[config.mk]
export PLATFORM = sky130hd
export DESIGN_NAME = arm_code_relocation_rewriter_core
export DESIGN_NICKNAME = d
export VERILOG_FILES = /design/src/rtl/arcr_pkg.sv /design/src/rtl/arm_code_relocation_rewriter_core.sv /design/src/rtl/arcr_decode.sv /design/src/rtl/arcr_out.sv
export SDC_FILE = /design/constraint.sdc
export NUM_CORES = 2
export LEC_CHECK = 0
export BUFFER_PORTS_ARGS = -buffer_cell sky130_fd_sc_hd__buf_2
export CAP_MARGIN = 0
export CORE_ASPECT_RATIO = 1.25
export CORE_MARGIN = 3
export CORE_UTILIZATION = 55
export DETAILED_ROUTE_END_ITERATION = 12
export PLACE_DENSITY_LB_ADDON = 0.05
export SLEW_MARGIN = 15
export SYNTH_ARGS = -nofsm -noshare
export SYNTH_HDL_FRONTEND = slang
export SYNTH_SLANG_ARGS = --single-unit
export TNS_END_PERCENT = 1
[constraint.sdc]
create_clock -name clk -period 8.8 [get_ports clk]
set_input_delay 0.44 -clock clk [delete_from_list [all_inputs] [get_ports clk]]
set_output_delay 0.44 -clock clk [all_outputs]
set_load 0.01 [all_outputs]
[src/rtl/arcr_pkg.sv]
// Shared types, opcode masks and result codes for the ARM relocation rewriter.
package arcr_pkg;

    localparam int POOL_BYTES_DEF = 64;

    // Instruction class masks and patterns
    localparam logic [31:0] MASK_OP      = 32'h0F00_0000;
    localparam logic [31:0] PAT_BL       = 32'h0B00_0000;
    localparam logic [31:0] PAT_B        = 32'h0A00_0000;
    localparam logic [31:0] MASK_DP_ADD  = 32'h0DE0_0000;
    localparam logic [31:0] PAT_DP_ADD   = 32'h0080_0000;
    localparam logic [31:0] MASK_LDST    = 32'h0C00_0000;
    localparam logic [31:0] PAT_LDST     = 32'h0400_0000;
    localparam logic [31:0] MASK_ADR_KEEP = 32'hF000_F000;
    localparam logic [31:0] PAT_LDR_PC   = 32'h051F_0000;
    localparam logic [31:0] MASK_LDR_KEEP = 32'hFF7F_F000;
    localparam logic [31:0] BR_FWD_LIMIT = 32'h0080_0000;
    localparam logic [31:0] BR_BWD_LIMIT = 32'hFF80_0000;
    localparam logic [31:0] UP_BIT       = 32'h0080_0000;
    localparam logic [3:0]  REG_PC       = 4'hF;

    // Configuration register indexes
    typedef enum logic [1:0] {
        CFG_IMAGE_BASE   = 2'd0,
        CFG_REGION_START = 2'd1,
        CFG_REGION_END   = 2'd2,
        CFG_TARGET_BASE  = 2'd3
    } cfg_index_t;

    typedef enum logic [1:0] {
        KIND_CODE = 2'd0,
        KIND_LIT  = 2'd1,
        KIND_COPY = 2'd2
    } kind_t;

    typedef enum logic [1:0] {
        ST_OK        = 2'd0,
        ST_BR_RANGE  = 2'd1,
        ST_ADD_MODE  = 2'd2,
        ST_POOL_FULL = 2'd3
    } status_t;

    typedef struct packed {
        logic [31:0] image_base;
        logic [31:0] region_start;
        logic [31:0] region_end;
        logic [31:0] target_base;
    } cfg_t;

    typedef struct packed {
        logic [31:0] source_pc;
        logic [31:0] target_pc;
        logic [31:0] pool_pointer;
    } state_t;

    // Results caused by one instruction: optional pool write, then code word
    typedef struct packed {
        logic        pool_valid;
        kind_t       pool_kind;
        logic [31:0] pool_addr;
        logic [31:0] pool_word;
        logic [31:0] copy_offset;
        logic [31:0] code_addr;
        logic [31:0] code_word;
        status_t     status;
    } pair_t;

endpackage

[src/rtl/arm_code_relocation_rewriter_core.sv]
// Top level: config registers, input register, stream state and result stage.
// An accepted request is held in the input register, then loaded into the result register.
// Throughput: one instruction per cycle while the output does not stall; one that writes
// a pool slot holds the result port while the single result register drains its pair.
// Reset: config registers clear to zero; source pc to 0, target pc to POOL_BYTES,
// pool pointer to 0; input and result registers empty.
module arm_code_relocation_rewriter_core #(
    parameter int POOL_BYTES = arcr_pkg::POOL_BYTES_DEF
) (
    input  logic        clk,
    input  logic        rst_n,
    input  logic        in_valid,
    output logic        in_stall,
    input  logic [31:0] instr_word,
    input  logic        first_word,
    output logic        out_valid,
    input  logic        out_stall,
    output logic [1:0]  write_kind,
    output logic [31:0] write_addr,
    output logic [31:0] write_word,
    output logic [31:0] copy_offset,
    output logic [1:0]  status,
    output logic        last_of_item,
    input  logic        cfg_valid,
    output logic        cfg_ready,
    input  logic [1:0]  cfg_index,
    input  logic [31:0] cfg_data
);

    arcr_pkg::cfg_t   cfg_reg;
    arcr_pkg::state_t state_reg, state_next;
    arcr_pkg::pair_t  pair;
    logic             in_valid_reg;
    logic [31:0]      word_reg;
    logic             first_reg;
    logic             load_ok, advance, in_take;

    // Config writes are always taken
    assign cfg_ready = 1'b1;

    always_ff @(posedge clk or negedge rst_n)
    begin
        if (!rst_n)
            cfg_reg <= '0;
        else if (cfg_valid)
        begin
            unique case (arcr_pkg::cfg_index_t'(cfg_index))
                arcr_pkg::CFG_IMAGE_BASE:   cfg_reg.image_base   <= cfg_data;
                arcr_pkg::CFG_REGION_START: cfg_reg.region_start <= cfg_data;
                arcr_pkg::CFG_REGION_END:   cfg_reg.region_end   <= cfg_data;
                arcr_pkg::CFG_TARGET_BASE:  cfg_reg.target_base  <= cfg_data;
                default:                    cfg_reg <= cfg_reg;
            endcase
        end
    end

    // Input register: advance into the result stage when it has room
    assign advance  = in_valid_reg && load_ok;
    assign in_stall = in_valid_reg && !load_ok;
    assign in_take  = in_valid && !in_stall;

    always_ff @(posedge clk or negedge rst_n)
    begin
        if (!rst_n)
            in_valid_reg <= 1'b0;
        else if (in_take)
            in_valid_reg <= 1'b1;
        else if (advance)
            in_valid_reg <= 1'b0;
    end

    always_ff @(posedge clk)
    begin
        if (in_take)
        begin
            word_reg  <= instr_word;
            first_reg <= first_word;
        end
    end

    arcr_decode #(
        .POOL_BYTES (POOL_BYTES)
    ) u_decode (
        .word  (word_reg),
        .first (first_reg),
        .cfg   (cfg_reg),
        .cur   (state_reg),
        .pair  (pair),
        .nxt   (state_next)
    );

    // Stream state moves with each instruction handed on
    always_ff @(posedge clk or negedge rst_n)
    begin
        if (!rst_n)
        begin
            state_reg.source_pc    <= 32'd0;
            state_reg.target_pc    <= 32'(POOL_BYTES);
            state_reg.pool_pointer <= 32'd0;
        end
        else if (advance)
            state_reg <= state_next;
    end

    arcr_out u_out (
        .clk          (clk),
        .rst_n        (rst_n),
        .load         (advance),
        .pair_in      (pair),
        .load_ok      (load_ok),
        .out_valid    (out_valid),
        .out_stall    (out_stall),
        .write_kind   (write_kind),
        .write_addr   (write_addr),
        .write_word   (write_word),
        .copy_offset  (copy_offset),
        .status       (status),
        .last_of_item (last_of_item)
    );

endmodule

[src/rtl/arcr_decode.sv]
// Decode and rewrite of one instruction word, with next pc and pool state.
module arcr_decode #(
    parameter int POOL_BYTES = arcr_pkg::POOL_BYTES_DEF
) (
    input  logic [31:0]      word,
    input  logic             first,
    input  arcr_pkg::cfg_t   cfg,
    input  arcr_pkg::state_t cur,
    output arcr_pkg::pair_t  pair,
    output arcr_pkg::state_t nxt
);

    localparam logic [31:0] POOL_W     = 32'(POOL_BYTES);
    localparam logic [31:0] POOL_LIMIT = 32'(POOL_BYTES - 4);

    logic [31:0] pc, tpc, pp;
    logic        is_br, is_add, is_ldst;
    logic [31:0] off4, br_dest, br_diff, br_q;
    logic        br_ok;
    logic [63:0] rot_dbl, rot_res;
    logic [4:0]  rot_amt;
    logic [31:0] add_dest;
    logic [31:0] imm12, ldr_dest, copy_ofs;
    logic [31:0] dest;
    logic        in_region, pool_full;
    logic [31:0] pd, pd_neg, ofs_bits;

    // Restart the stream state on the first word
    always_comb
    begin
        if (first)
        begin
            pc  = cfg.region_start;
            tpc = cfg.target_base + POOL_W;
            pp  = cfg.target_base;
        end
        else
        begin
            pc  = cur.source_pc;
            tpc = cur.target_pc;
            pp  = cur.pool_pointer;
        end
    end

    // Classify the word
    assign is_br   = ((word & arcr_pkg::MASK_OP) == arcr_pkg::PAT_BL) ||
                     ((word & arcr_pkg::MASK_OP) == arcr_pkg::PAT_B);
    assign is_add  = (word & arcr_pkg::MASK_DP_ADD) == arcr_pkg::PAT_DP_ADD;
    assign is_ldst = (word & arcr_pkg::MASK_LDST) == arcr_pkg::PAT_LDST;

    // Branch target and new offset, computed side by side
    assign off4    = {{6{word[23]}}, word[23:0], 2'b00};
    assign br_dest = pc + off4 + 32'd8;
    assign br_diff = pc + off4 - tpc;
    assign br_q    = {{2{br_diff[31]}}, br_diff[31:2]};
    assign br_ok   = (br_q < arcr_pkg::BR_FWD_LIMIT) || (br_q > arcr_pkg::BR_BWD_LIMIT);

    // ADR immediate as a true 32-bit rotate right
    assign rot_amt  = {word[11:8], 1'b0};
    assign rot_dbl  = {24'd0, word[7:0], 24'd0, word[7:0]};
    assign rot_res  = rot_dbl >> rot_amt;
    assign add_dest = pc + 32'd8 + rot_res[31:0];

    // Pc-relative load target and its offset in the source buffer
    assign imm12    = {20'd0, word[11:0]};
    assign ldr_dest = word[23] ? (pc + 32'd8 + imm12) : (pc + 32'd8 - imm12);
    assign copy_ofs = ldr_dest - cfg.image_base;

    // Pick the target that matters for this class
    always_comb
    begin
        priority if (is_br)
            dest = br_dest;
        else if (is_add)
            dest = add_dest;
        else
            dest = ldr_dest;
    end

    assign in_region = (cfg.region_start <= dest) && (dest < cfg.region_end);
    assign pool_full = (pp - cfg.target_base) > POOL_LIMIT;

    // Offset field that reaches the pool slot from the new code word
    assign pd       = pp - tpc - 32'd8;
    assign pd_neg   = 32'd0 - pd;
    assign ofs_bits = pd[31] ? {20'd0, pd_neg[11:0]}
                             : (arcr_pkg::UP_BIT | {20'd0, pd[11:0]});

    // Rewrite and advance both pcs by one word
    always_comb
    begin
        pair.pool_valid  = 1'b0;
        pair.pool_kind   = arcr_pkg::KIND_LIT;
        pair.pool_addr   = pp;
        pair.pool_word   = 32'd0;
        pair.copy_offset = 32'd0;
        pair.code_addr   = tpc;
        pair.code_word   = word;
        pair.status      = arcr_pkg::ST_OK;
        nxt.source_pc    = pc + 32'd4;
        nxt.target_pc    = tpc + 32'd4;
        nxt.pool_pointer = pp;

        priority if (is_br)
        begin
            if (!in_region)
            begin
                if (br_ok)
                    pair.code_word = {word[31:24], br_q[23:0]};
                else
                    pair.status = arcr_pkg::ST_BR_RANGE;
            end
        end
        else if (is_add)
        begin
            if (word[19:16] == arcr_pkg::REG_PC && word[15:12] != arcr_pkg::REG_PC)
            begin
                if (!word[25])
                    pair.status = arcr_pkg::ST_ADD_MODE;
                else if (!in_region)
                begin
                    if (pool_full)
                        pair.status = arcr_pkg::ST_POOL_FULL;
                    else
                    begin
                        pair.code_word = (word & arcr_pkg::MASK_ADR_KEEP) |
                                         arcr_pkg::PAT_LDR_PC | ofs_bits;
                        pair.pool_valid  = 1'b1;
                        pair.pool_kind   = arcr_pkg::KIND_LIT;
                        pair.pool_word   = add_dest;
                        nxt.pool_pointer = pp + 32'd4;
                    end
                end
            end
        end
        else if (is_ldst)
        begin
            if (word[19:16] == arcr_pkg::REG_PC && !in_region)
            begin
                if (pool_full)
                    pair.status = arcr_pkg::ST_POOL_FULL;
                else
                begin
                    pair.code_word   = (word & arcr_pkg::MASK_LDR_KEEP) | ofs_bits;
                    pair.pool_valid  = 1'b1;
                    pair.pool_kind   = arcr_pkg::KIND_COPY;
                    pair.copy_offset = copy_ofs;
                    nxt.pool_pointer = pp + 32'd4;
                end
            end
        end
        else
        begin
            // Copy any other word unchanged
        end
    end

endmodule

[src/rtl/arcr_out.sv]
// Result register that sends the pool write, if any, and then the code word.
module arcr_out (
    input  logic            clk,
    input  logic            rst_n,
    input  logic            load,
    input  arcr_pkg::pair_t pair_in,
    output logic            load_ok,
    output logic            out_valid,
    input  logic            out_stall,
    output logic [1:0]      write_kind,
    output logic [31:0]     write_addr,
    output logic [31:0]     write_word,
    output logic [31:0]     copy_offset,
    output logic [1:0]      status,
    output logic            last_of_item
);

    arcr_pkg::pair_t pair_reg;
    logic            valid_reg, valid_next;
    logic            phase_reg, phase_next;
    logic            take, done, show_pool;

    assign show_pool = pair_reg.pool_valid && !phase_reg;
    assign take      = valid_reg && !out_stall;
    assign done      = take && !show_pool;
    assign load_ok   = !valid_reg || done;

    // Track which result of the pair goes next
    always_comb
    begin
        valid_next = valid_reg;
        phase_next = phase_reg;
        if (load)
        begin
            valid_next = 1'b1;
            phase_next = 1'b0;
        end
        else if (done)
            valid_next = 1'b0;
        else if (take)
            phase_next = 1'b1;
    end

    always_ff @(posedge clk or negedge rst_n)
    begin
        if (!rst_n)
        begin
            valid_reg <= 1'b0;
            phase_reg <= 1'b0;
        end
        else
        begin
            valid_reg <= valid_next;
            phase_reg <= phase_next;
        end
    end

    // Hold the pair payload
    always_ff @(posedge clk)
    begin
        if (load)
            pair_reg <= pair_in;
    end

    // Drive the current result
    assign out_valid = valid_reg;
    always_comb
    begin
        if (show_pool)
        begin
            write_kind   = pair_reg.pool_kind;
            write_addr   = pair_reg.pool_addr;
            write_word   = pair_reg.pool_word;
            copy_offset  = pair_reg.copy_offset;
            status       = arcr_pkg::ST_OK;
            last_of_item = 1'b0;
        end
        else
        begin
            write_kind   = arcr_pkg::KIND_CODE;
            write_addr   = pair_reg.code_addr;
            write_word   = pair_reg.code_word;
            copy_offset  = 32'd0;
            status       = pair_reg.status;
            last_of_item = 1'b1;
        end
    end

endmodule

==> flow_metrics.tcl <==
set metrics [dict create \
    status "finished clean" \
    core_area_sq_um 63530 \
    tightest_slew_ns 1.276 \
    cp_data_arrival_time_ns 8.75 \
    syn_nets 4399 \
    synth_cell_types 95 \
    initial_core_util_pct 55.92 \
    syn_area_per_cell_sq_um 8.864 \
    async_reset_ff_share_pct 53.41 \
    fillCellCount 5665 \
    drt_wl_total_um 127900 \
    first_pass_iters 6 \
    required_ns 9.25 \
    layout-drive-gt1-share_pct 14.22 \
    synthFlopType "dfrtp_1" \
    vias 31501 \
    cts_buffer_depth 3 \
    grt_overflow 0 \
    leakage_nw 17.42 \
    die-area_sq_um 67700 \
    io_pins 176 \
    postCtsHoldBufs 21 \
    synthCells 4008 \
    rows 103 \
    finalHoldViolations 0 \
    grt_max_degree 121 \
    cts_tree "built" \
    die_h_um 290.2 \
    ys_ff_latch 425 \
    synth-edff-count 198 \
    synth_common_cells "364 x nand2_1, 348 x inv_1, 313 x ha_1" \
    ys_warn_count 0 \
    gp_congestion 1.046 \
    grt_pass1_wl_um 189500 \
    largest_reg_flops 165 \
    path_class "reg -> reg" \
    cts_buffers 48 \
    synth_area_leaders "edfxtp_1 17%, dfrtp_1 16%, ha_1 11%" \
    yosysTopAreaCellShare_pct 16.74 \
    slew_headroom_pct 14.12 \
    hold_path_class "in -> reg" \
    post-cts-setup-buffer-count 0 \
    period_needed_ns 8.300 \
    yosysMostFrequentCell "nand2_1" \
    worst_skew_pair.late_latency_ns 0.61 \
    cts-root-buf "clkbuf_16" \
    grt_pass1_vias 30750 \
    portBuffers 174 \
    fin_util_pct 61.85 \
    h-tree-depth 2 \
    die_w_um 233.3 \
    dp_hpwl_um 102100 \
    start_kind "flop" \
    clk_pin_slew_worst_paths_ns 0.06 \
    nets 4580 \
    synth.yosys.seq_area_share_pct 32.73 \
    track_usage_pct 37.25 \
    drtIter0Drc 2426 \
    netlist_area_sq_um 35530 \
    power_density_nw_per_um2 396.1 \
    fmax_mhz 120.5 \
    antenna_found_initial 6 \
    min_period_over_period_pct 94.32 \
    tns_ns 0 \
    whs_ns 0.02550 \
    drv_slew 0 \
    vias_per_cell 6.213 \
    cap_violations 0 \
    rsz0062_at_grt "false" \
    cp-end-kind "flop" \
    wl_per_cell_um 25.22 \
    slowest_delay_ns 0.52 \
    cts_resized 0 \
    cts.sinks 425 \
    final_antenna_net_count 0 \
    crit_fanout 9 \
    yosys.area.top_type "edfxtp_1" \
    ir_drop_mv 0.2923 \
    setup_viol 0 \
    area_delta_synth_final_pct 10.61 \
    drc 0 \
    crit_slowest_cell "or4_1" \
    skew_ns 0.03187 \
]
-- worst paths after layout --
kind,from,to,slack (ns),cells past startpoint
setup / recovery,word_reg[1]$_DFFE_PP_,u_out.pair_reg[125]$_SDFFCE_PP0P_,0.50,30
hold / removal,instr_word[11],word_reg[11]$_DFFE_PP_,0.03,1
setup reg to reg,word_reg[1]$_DFFE_PP_,u_out.pair_reg[125]$_SDFFCE_PP0P_,0.50,30
hold reg to reg,word_reg[30]$_DFFE_PP_,u_out.pair_reg[32]$_DFFE_PP_,0.42,0
max in group asynchronous,rst_n,state_reg[17]$_DFFE_PN0P_,6.78,3
min in group asynchronous,rst_n,state_reg[92]$_DFFE_PN0P_,0.49,2
-- metal layers --
layer	share of wire, %	GRT usage (%)	vias to the layer above
li1	-	-	14754
met1	36	41.96	15094
met2	48	62.97	1207
met3	5.9	5.430	442
met4	9.6	28.76	4
met5	0.023	0	-
-- layout by cell type (no fill, tap or decap), drive strengths merged, types with 20 or more instances in the layout --
cell         synthesis  layout
a211o               20      20
a211oi              29      29
a21o                95      95
a21oi              234     234
a31oi               41      41
and2                79      79
and3                50      50
buf                 35     259
clkbuf             114      61
dfrtp              226     226
dlygate4sd3          0      21
edfxtp             198     198
ha                 313     313
inv                349     355
mux2               187     187
mux2i               75      75
nand2              364     364
nand2b              40      40
nand3              101     101
nand4               59      59
nor2               276     276
nor2b               41      41
nor3                88      88
nor4                39      39
o211ai              23      23
o21a                31      31
o21ai              231     231
o22ai               20      20
o31ai               31      31
or2                 20      20
or3                 45      45
xnor2              214     214
xor2                92      92
-- critical path, delay by kind of cell (launching register included) --
kind	cells	cell delay, ns
adders and majority gates	4	1.09
buffers and inverters	3	0.64
and+or+nand+nor	12	3.16
xor gates and xnor gates	2	0.37
AOI/OAI and AO/OA	9	2.39
DFF	1	0.50
-- cell families (layout without fill, tap and decap cells) --
family / count (synthesis) / after routing / synth area share [%]
flops: 425 / 425 / 32.73
xor+xnor: 307 / 307 / 7.607
other cells: 1 / 4 / 0.01056
fa+ha+maj: 322 / 322 / 11.45
compound gates: 926 / 926 / 16.90
mux: 263 / 263 / 8.104
buf+inv: 498 / 717 / 5.490
simple gates: 1266 / 1266 / 17.72
-- metrics by stage --
stage | cell area, sq um | std cells | worst slack (ns) | power, W
3_5_place_dp | 37560 | 4958 | 0.7044 | 0.01335
3_3_place_gp | 37550 | 4957 | 0.8819 | 0.01333
2_1_floorplan | 35540 | 4008 | -0.05287 | 0.01025
6_report | 39300 | 5070 | 0.4999 | 0.01557
4_1_cts | 39280 | 5067 | 0.6657 | 0.01540
5_1_grt | 39290 | 5069 | 0.01915 | 0.01671
-- report_power, final --
| group | leakage [nW] | switching, W | internal, W | total, W |
|---|---|---|---|---|
| combinational | 12.0 | 0.00663 | 0.00403 | 0.0107 |
| sequential | 4.66 | 0.000326 | 0.00260 | 0.00293 |
| clock | 0.739 | 0.000899 | 0.00107 | 0.00197 |
-- area by class of cell --
cell class / instances / area [sq um] / share of cell area [%]
antenna: 3 / 7.507 / 0.01910
clock buffer: 61 / 1311 / 3.337
clock inverter: 27 / 196.4 / 0.4999
inverter: 349 / 1318 / 3.353
multi-input combinational: 3085 / 22010 / 56.01
sequential: 425 / 11630 / 29.59
tap: 840 / 1051 / 2.675
timing repair buffer: 280 / 1774 / 4.515
Note: power is estimated with default switching activity, not from simulation.
